`src/frt_pkg.sv`:
```
`timescale 1ns / 1ps
// frt_pkg: shared types and defaults for the fragment reassembly tracker.
// No dependencies.
package frt_pkg;

  // Widths of the header and result fields.
  localparam int IdW     = 48;
  localparam int HdrW    = 16;
  localparam int StatusW = 3;
  localparam int SlotOutW = 3;
  localparam int LenOutW = 32;
  localparam int PendOutW = 4;

  // Default table geometry.
  localparam int DefEntries  = 8;
  localparam int DefMaxFrags = 64;

  typedef enum logic [StatusW-1:0] {
    StStored    = 3'd0,
    StDelivered = 3'd1,
    StOutRange  = 3'd2,
    StMismatch  = 3'd3,
    StDuplicate = 3'd4,
    StFull      = 3'd5,
    StTooMany   = 3'd6
  } status_t;

endpackage

```
`src/fragment_reassembly_tracker_unit.sv`:
```
`timescale 1ns / 1ps
// fragment_reassembly_tracker_unit: associative table of messages under reassembly.
// Depends on frt_pkg.

// One fragment header (msg_id, frag_index, frag_count, payload_len) is taken at each
// clock edge where start is high; busy is always low, so a header may be offered in
// every cycle. Each header produces exactly one result, presented on status, slot,
// msg_length and pending for a single cycle with done high. The receiver cannot
// stall: a result not captured in its done cycle is gone. Throughput is one header
// per cycle; the result passes three register stages: the header register, the
// table lookup/update stage (the id compare against every entry and the write back
// of the chosen entry happen in the same cycle, so a header sees every earlier
// header's effect), and the length multiply stage.
// Status codes: stored, delivered (msg_length valid, entry freed), out of range,
// mismatch, duplicate, table full, too many fragments. slot is meaningful only for
// stored and delivered; pending counts messages still partially received.
module fragment_reassembly_tracker_unit #(
  parameter int ENTRIES   = frt_pkg::DefEntries,
  parameter int MAX_FRAGS = frt_pkg::DefMaxFrags
) (
  input  logic                              clk,
  input  logic                              rst,
  input  logic                              start,
  output logic                              busy,
  input  logic [frt_pkg::IdW-1:0]           msg_id,
  input  logic [frt_pkg::HdrW-1:0]          frag_index,
  input  logic [frt_pkg::HdrW-1:0]          frag_count,
  input  logic [frt_pkg::HdrW-1:0]          payload_len,
  output logic                              done,
  output frt_pkg::status_t                  status,
  output logic [frt_pkg::SlotOutW-1:0]      slot,
  output logic [frt_pkg::LenOutW-1:0]       msg_length,
  output logic [frt_pkg::PendOutW-1:0]      pending
);
  import frt_pkg::*;

  // Derived widths.
  localparam int SlotW = (ENTRIES > 1) ? $clog2(ENTRIES) : 1;
  localparam int PendW = $clog2(ENTRIES + 1);
  localparam int IdxW  = $clog2(MAX_FRAGS);      // bitmap index
  localparam int CntW  = $clog2(MAX_FRAGS + 1);  // fragment count / arrival count
  localparam int ProdW = HdrW + CntW;

  // ---------------------------------------------------------------------------
  // Stage 1: header register
  // ---------------------------------------------------------------------------
  logic            in_valid;
  logic [IdW-1:0]  q_id;
  logic [HdrW-1:0] q_idx;
  logic [HdrW-1:0] q_cnt;
  logic [HdrW-1:0] q_len;

  assign busy = 1'b0;  // table accepts a header every cycle

  always_ff @(posedge clk) begin
    if (rst) begin
      in_valid <= 1'b0;
    end else begin
      in_valid <= start;
    end
    if (start) begin
      q_id  <= msg_id;
      q_idx <= frag_index;
      q_cnt <= frag_count;
      q_len <= payload_len;
    end
  end

  // ---------------------------------------------------------------------------
  // Reassembly table. Only entry_valid is reset; other fields are written when an
  // entry is allocated and never read while the entry is free.
  // ---------------------------------------------------------------------------
  logic [ENTRIES-1:0]   entry_valid;
  logic [IdW-1:0]       entry_id      [ENTRIES];
  logic [CntW-1:0]      entry_count   [ENTRIES];
  logic [MAX_FRAGS-1:0] arrived_map   [ENTRIES];
  logic [CntW-1:0]      arrived_total [ENTRIES];
  logic                 size_known    [ENTRIES];
  logic [HdrW-1:0]      frag_size     [ENTRIES];
  logic [HdrW-1:0]      last_length   [ENTRIES];
  logic [PendW-1:0]     pending_total;

  // ---------------------------------------------------------------------------
  // Stage 2: lookup, checks and absorb
  // ---------------------------------------------------------------------------
  logic [ENTRIES-1:0]   hit_vec;
  logic                 hit;
  logic [SlotW-1:0]     hit_idx;
  logic                 has_free;
  logic [SlotW-1:0]     free_idx;

  // Fields of the entry the header lands in (hit entry, or a fresh one).
  logic [SlotW-1:0]     sel_idx;
  logic [CntW-1:0]      base_total;
  logic [MAX_FRAGS-1:0] base_map;
  logic                 base_known;
  logic [HdrW-1:0]      base_size;
  logic [HdrW-1:0]      base_last;

  logic                 absorb;
  logic                 is_last;
  logic                 complete;
  logic [CntW-1:0]      total_next;
  logic [MAX_FRAGS-1:0] map_next;
  logic                 known_next;
  logic [HdrW-1:0]      size_next;
  logic [HdrW-1:0]      last_next;
  logic [PendW-1:0]     pending_total_next;
  status_t              res_status;

  logic [31:0]          slot_wide;
  logic [31:0]          pend_wide;

  always_comb begin
    hit_vec  = '0;
    hit      = 1'b0;
    hit_idx  = '0;
    has_free = 1'b0;
    free_idx = '0;
    // Scan from the top so the lowest matching entry wins.
    for (int e = ENTRIES - 1; e >= 0; e--) begin
      hit_vec[e] = entry_valid[e] && (entry_id[e] == q_id);
      if (hit_vec[e]) begin
        hit     = 1'b1;
        hit_idx = SlotW'(e);
      end
      if (!entry_valid[e]) begin
        has_free = 1'b1;
        free_idx = SlotW'(e);
      end
    end
  end

  always_comb begin
    if (hit) begin
      sel_idx    = hit_idx;
      base_total = arrived_total[hit_idx];
      base_map   = arrived_map[hit_idx];
      base_known = size_known[hit_idx];
      base_size  = frag_size[hit_idx];
      base_last  = last_length[hit_idx];
    end else begin
      sel_idx    = free_idx;
      base_total = '0;
      base_map   = '0;
      base_known = 1'b0;
      base_size  = '0;
      base_last  = '0;
    end
  end

  // Checks, in order of precedence.
  always_comb begin
    absorb     = 1'b0;
    res_status = StStored;
    if (hit) begin
      priority if (q_cnt != HdrW'(entry_count[hit_idx])) begin
        res_status = StMismatch;
      end else if (q_idx >= q_cnt) begin
        res_status = StOutRange;
      end else if (arrived_map[hit_idx][q_idx[IdxW-1:0]]) begin
        res_status = StDuplicate;
      end else if (size_known[hit_idx] && (q_idx != q_cnt - 1'b1)
                   && (frag_size[hit_idx] != q_len)) begin
        res_status = StMismatch;
      end else begin
        absorb = 1'b1;
      end
    end else begin
      priority if ((q_cnt == '0) || (q_idx >= q_cnt)) begin
        res_status = StOutRange;
      end else if (q_cnt > HdrW'(MAX_FRAGS)) begin
        res_status = StTooMany;
      end else if (!has_free) begin
        res_status = StFull;
      end else begin
        absorb = 1'b1;
      end
    end
  end

  // Absorb the fragment into the selected entry.
  always_comb begin
    is_last    = (q_idx == q_cnt - 1'b1);
    total_next = base_total + 1'b1;
    map_next   = base_map;
    map_next[q_idx[IdxW-1:0]] = 1'b1;
    known_next = base_known;
    size_next  = base_size;
    last_next  = base_last;
    // A last fragment seen before the size is learned only sets the tail length.
    if ((q_cnt > 16'd1) && is_last && !base_known) begin
      last_next = q_len;
    end else begin
      if (!base_known) begin
        known_next = 1'b1;
        size_next  = q_len;
      end
      if (is_last) begin
        last_next = q_len;
      end
    end
    complete = (HdrW'(total_next) == q_cnt);

    pending_total_next = pending_total;
    if (in_valid && absorb) begin
      if (hit && complete && (pending_total != '0)) begin
        pending_total_next = pending_total - 1'b1;
      end else if (!hit && !complete) begin
        pending_total_next = pending_total + 1'b1;
      end
    end
  end

  always_ff @(posedge clk) begin
    if (rst) begin
      for (int e = 0; e < ENTRIES; e++) begin
        entry_valid[e] <= 1'b0;
      end
      pending_total <= '0;
    end else begin
      pending_total <= pending_total_next;
      if (in_valid && absorb) begin
        entry_valid[sel_idx] <= !complete;
      end
    end
    if (in_valid && absorb) begin
      entry_id[sel_idx]      <= q_id;
      entry_count[sel_idx]   <= CntW'(q_cnt);
      arrived_map[sel_idx]   <= map_next;
      arrived_total[sel_idx] <= total_next;
      size_known[sel_idx]    <= known_next;
      frag_size[sel_idx]     <= size_next;
      last_length[sel_idx]   <= last_next;
    end
  end

  // Stage 2 result register; length operands go on to the multiply stage.
  logic             mid_valid;
  status_t          mid_status;
  logic [SlotOutW-1:0] mid_slot;
  logic [PendOutW-1:0] mid_pending;
  logic             mid_deliver;
  logic [HdrW-1:0]  mid_size;
  logic [CntW-1:0]  mid_cnt;
  logic [HdrW-1:0]  mid_last;

  assign slot_wide = 32'(sel_idx);
  assign pend_wide = 32'(pending_total_next);

  always_ff @(posedge clk) begin
    if (rst) begin
      mid_valid <= 1'b0;
    end else begin
      mid_valid <= in_valid;
    end
    mid_status  <= absorb ? (complete ? StDelivered : StStored) : res_status;
    mid_slot    <= absorb ? slot_wide[SlotOutW-1:0] : '0;
    mid_pending <= pend_wide[PendOutW-1:0];
    mid_deliver <= absorb && complete;
    mid_size    <= size_next;
    mid_cnt     <= CntW'(q_cnt);
    mid_last    <= last_next;
  end

  // ---------------------------------------------------------------------------
  // Stage 3: message length = size * (count - 1) + tail, result register
  // ---------------------------------------------------------------------------
  logic [ProdW-1:0] len_prod;

  assign len_prod = ProdW'(mid_size) * ProdW'(mid_cnt - 1'b1);

  always_ff @(posedge clk) begin
    if (rst) begin
      done <= 1'b0;
    end else begin
      done <= mid_valid;
    end
    status     <= mid_status;
    slot       <= mid_slot;
    pending    <= mid_pending;
    msg_length <= mid_deliver ? (LenOutW'(len_prod) + LenOutW'(mid_last)) : '0;
  end

  // ---------------------------------------------------------------------------
  // Checks
  // ---------------------------------------------------------------------------
  // Every live entry is one pending message.
  a_pending_matches_valid: assert property (@(posedge clk) disable iff (rst)
    $countones(entry_valid) == pending_total)
    else $error("pending count differs from live entries");

  // Ids of live entries are unique.
  a_single_hit: assert property (@(posedge clk) disable iff (rst)
    $onehot0(hit_vec))
    else $error("id matches more than one entry");

  // Table full is only reported when every entry is live.
  a_full_means_full: assert property (@(posedge clk) disable iff (rst)
    in_valid && !absorb && (res_status == StFull) |-> !has_free)
    else $error("table full reported with a free entry");

  // Only deliveries carry a length.
  a_len_only_delivered: assert property (@(posedge clk) disable iff (rst)
    done && (status != StDelivered) |-> (msg_length == '0))
    else $error("length on a non-delivered result");

  // One result per accepted header, via the stage 2 and result registers.
  a_result_follows: assert property (@(posedge clk) disable iff (rst)
    start && !busy |=> ##1 mid_valid ##1 done)
    else $error("result did not follow header");

endmodule

```
`config.mk`:
```
export PLATFORM = sky130hd
export DESIGN_NAME = fragment_reassembly_tracker_unit
export DESIGN_NICKNAME = d
export VERILOG_FILES = /design/src/frt_pkg.sv /design/src/fragment_reassembly_tracker_unit.sv
export SDC_FILE = /design/constraint.sdc
export NUM_CORES = 2
export LEC_CHECK = 0
export BUFFER_PORTS_ARGS = -buffer_cell sky130_fd_sc_hd__buf_2
export CORE_MARGIN = 2
export CORE_UTILIZATION = 31
export DETAILED_ROUTE_END_ITERATION = 12
export HOLD_SLACK_MARGIN = 0.06
export PLACE_DENSITY = 0.49
export SYNTH_ARGS = -nofsm -noshare
export SYNTH_HDL_FRONTEND = slang
export SYNTH_SLANG_ARGS = --single-unit
```
`constraint.sdc`:
```
create_clock -name clk -period 18.8 [get_ports clk]
set_input_delay 2.82 -clock clk [delete_from_list [all_inputs] [get_ports clk]]
set_output_delay 2.82 -clock clk [all_outputs]
set_load 0.05 [all_outputs]
```
==> results by group <==
Floorplan
  • Num rows: 169
  • IO Count: 143
  • Die area: 217,000 µm²
  • CORE AREA: 212,000 µm²
  • Die width: 466 µm
  • Initial Utilization: 31.2%
  • Die H: 466 µm

Global routing
  • Overflow after GRT: 0
  • Number of global-route vias before repair: 40,486
  • First-pass GRT wire length: 306 mm
  • Total track usage: 19.5%
  • Initial antenna violation count: 12
  • Pin count of the biggest net entering global routing: 115

Critical path
  • CP Capture Point: arrived_map[0][62]
  • Reg2reg end: arrived_map[0][62]
  • Crit path capture type: register
  • RR Startpoint: q_id[20]
  • CP required: 19,220 ps
  • Reg2reg path depth: 20
  • Critical Path Fanout Max: 97
  • Critical path arrival: 11,430 ps
  • R2r setup slk: 7790 ps
  • CP Launch Point: q_id[20]
  • Critical path class: reg -> reg
  • Crit path launch type: register

Timing
  • Layout Skew: 65.3 ps
  • Final hold slack: 326 ps
  • Crit path time final: 11,010 ps
  • Setup TNS: 0 ps
  • Final worst setup slack: 7790 ps
  • Final Slew Violations: 0
  • Final Hold Fails: 0
  • RSZ-0062 raised after global routing: no
  • Final Setup Violations: 0
  • Slew @ Worst Pin: 1360 ps
  • Slew margin rel.: 8.37%
  • Final period utilization: 58.6%
  • Max frequency: 90.8 MHz

Drt
  • TritonRoute pass-1 iters: 5
  • DRT iter0 DRCs: 3,913
  • DR vias/cell: 5.19
  • Final ANT Viol Nets: 0
  • Via count: 41,404
  • Final wirelength: 215 mm
  • Drt wl/cell: 27.0 µm
  • DRC Markers: 0

Cells and area
  • Fin area: 75,500 µm²
  • Syn-to-layout area delta: 13.9%
  • Multi-input gate area: 21,400 µm²
  • Nets: 5,303
  • Filler instances: 20,585
  • FF+latch area: 43,100 µm²
  • Share of cells above drive strength 1: 11.7%

Run
  • Max Cap Viol: 0

CTS
  • CTS buffer count: 164
  • Root Driver: clkbuf_16
  • Post-CTS Resized: 0
  • H-tree levels: 4
  • CTS Hold Bufs: 0
  • Post-CTS Setup Repair Bufs: 0
  • Clock Latency Late Sink: 840 ps
  • Worst-path clk slew: 60 ps
  • CTS Buffer Depth: 3
  • Clk sink count: 1,467
  • CTS tree: yes

Yosys
  • Post-Synthesis Cells: 4,842
  • Netlist cell types: 109
  • Seq/Total Area, Yosys: 65.0%
  • EDFF count, synth: 1,368
  • Synthesized area per cell: 13.7 µm²
  • Post-synthesis async set-or-reset flop share: 0%
  • Cell area after synthesis: 66,200 µm²
  • Main synth FF type: edfxtp_1
  • Yosys warns: 0
  • #FFs+latches synth: 1,467

Power
  • Max VDD drop: 0.0974 mV
  • P_leak: 0.0264 µW
  • Pwr Density: 106 nW/µm²
  • Total power: 7980 µW

Status
  • Status: finished clean

Placed design
  • Final Wtd Congestion: 0.915
  • DP Area: 70,300 µm²
  • Dpl ws: 7850 ps
  • Final HPWL DP: 142 mm
  • IO buf count: 133

Min path
  • Hold Path Class: reg -> reg
layout by cell type (no fill, tap or decap), types with 32 or more instances in the layout:
master / instances
edfxtp_1: 1368
buf_4: 98
nand2_1: 543
clkinv_1: 32
mux2i_1: 174
a32oi_1: 32
o22ai_1: 68
fa_1: 86
nand2b_1: 96
or3_1: 34
nor4_1: 87
a211oi_1: 42
nor3_1: 48
nor2_1: 105
xnor2_1: 240
buf_2: 132
nand3_1: 111
ha_1: 91
mux2_2: 73
inv_1: 225
clkbuf_1: 41
nand4_1: 116
dfxtp_1: 99
xor2_1: 183
clkbuf_16: 166
and2_1: 82
o21ai_0: 108
nor2b_1: 64
a21oi_1: 83
synthesized netlist by cell type, drive strengths merged, types with 18 or more instances:
cell type     n  share of area, %
edfxtp     1368                62
or3          34              0.32
a32oi        32              0.42
o22ai        70              0.68
nand4       117               1.1
a221oi       21              0.29
dfxtp        99               3.0
nor4         90              0.88
clkbuf       90              0.52
nand2b       96              0.91
or2          18              0.17
mux2i       174               2.6
nor3         52              0.41
nor2b        67              0.63
nor2        109              0.65
o211ai       31              0.35
a211oi       44              0.53
buf         132               1.1
nand3       111              0.84
nand2       548               3.1
inv         233               1.3
a21oi        88              0.70
fa           86               2.6
a22oi        31              0.35
o2111ai      24              0.32
a21o         22              0.25
ha           91               1.7
xor2        183               2.4
and2         84              0.79
and3         25              0.24
o21ai       113              0.86
xnor2       240               3.2
mux2         77               1.3
state kept, by name, indices dropped and copies added, names as in the netlist, 3 cells and up:
| name | flops |
|---|---|
| arrived_total | 56 |
| pending_total | 4 |
| mid_status | 3 |
| frag_size | 128 |
| arrived_map | 512 |
| q_id | 48 |
| status | 3 |
| entry_id | 384 |
| mid_size | 16 |
| size_known | 8 |
| slot | 3 |
| q_cnt | 16 |
| mid_slot | 3 |
| mid_pending | 4 |
| last_length | 128 |
| entry_count | 56 |
| pending | 4 |
| mid_last | 16 |
| q_len | 16 |
| msg_length | 24 |
| entry_valid | 8 |
| mid_cnt | 7 |
| q_idx | 16 |
cells by family (layout without fill, tap and decap cells):
logic type | after synthesis | in the layout | synth area share (%)
compound gates | 647 | 647 | 7.08
xor+xnor | 427 | 427 | 5.73
fa+ha+maj | 177 | 177 | 4.32
buf+inv | 455 | 763 | 2.96
flops | 1467 | 1467 | 65.0
mux | 251 | 251 | 3.94
other cells | 1 | 13 | 0.00566
simple gates | 1417 | 1417 | 11.0
per-layer routing:
metal | GRT usage [%] | up-vias | routed length [µm]
met4 | 4.58 | 0 | 4460
met5 | 0 | - | 0
li1 | - | 18377 | -
met2 | 31.6 | 1313 | 101000
met1 | 27.6 | 21459 | 97800
met3 | 2.61 | 255 | 11800
critical path: stages, from the launching register on:
cell	delay [ps]
edfxtp_1	780
xnor2_1	720
nand4_1	250
nor4_1	860
nand4_1	430
o21ai_0	280
a211o_2	430
and2_4	610
buf_12	620
mux2_2	410
o22ai_1	150
a211oi_1	80
a22o_1	250
nor4_1	400
o22a_1	310
nand4_1	390
o31ai_4	800
nand4_1	410
inv_8	610
buf_4	820
buf_4	690
stage by stage:
| step | instances | utilization, % |
|---|---|---|
| global route | 7980 | 35.5 |
| floorplan | 4850 | - |
| finish | 7983 | 35.5 |
| detailed placement | 7682 | 33.1 |
| global placement | 7682 | 33.1 |
| CTS | 7979 | 35.5 |
area by class of cell:
class	count	area share (%)
Timing Repair Buffer	233	1.92
Clock buffer	212	5.80
Clock inverter	85	0.992
Antenna cell	4	0.0133
Inverter	233	1.22
Tap cell	2821	4.68
Sequential cell	1467	57.1
Multi-Input combinational cell	2928	28.3
worst min path at each step:
stage	start	to	cells past startpoint
after floorplan	mid_pending[0]	pending[0]	0
after global placement	mid_status[2]	status[2]	0
after detailed placement	mid_status[0]	status[0]	0
after CTS	mid_status[0]	status[0]	0
after global routing	mid_pending[1]	pending[1]	0
final	mid_pending[0]	pending[0]	0
power by group:
group | switching [µW] | leakage [µW] | internal [µW]
registers | 64.7 | 0.0131 | 3580
clock network | 1370 | 0.00250 | 1750
logic | 733 | 0.0108 | 483
total | 2160 | 0.0264 | 5810
No activity file was read; power rests on OpenSTA's default activity.
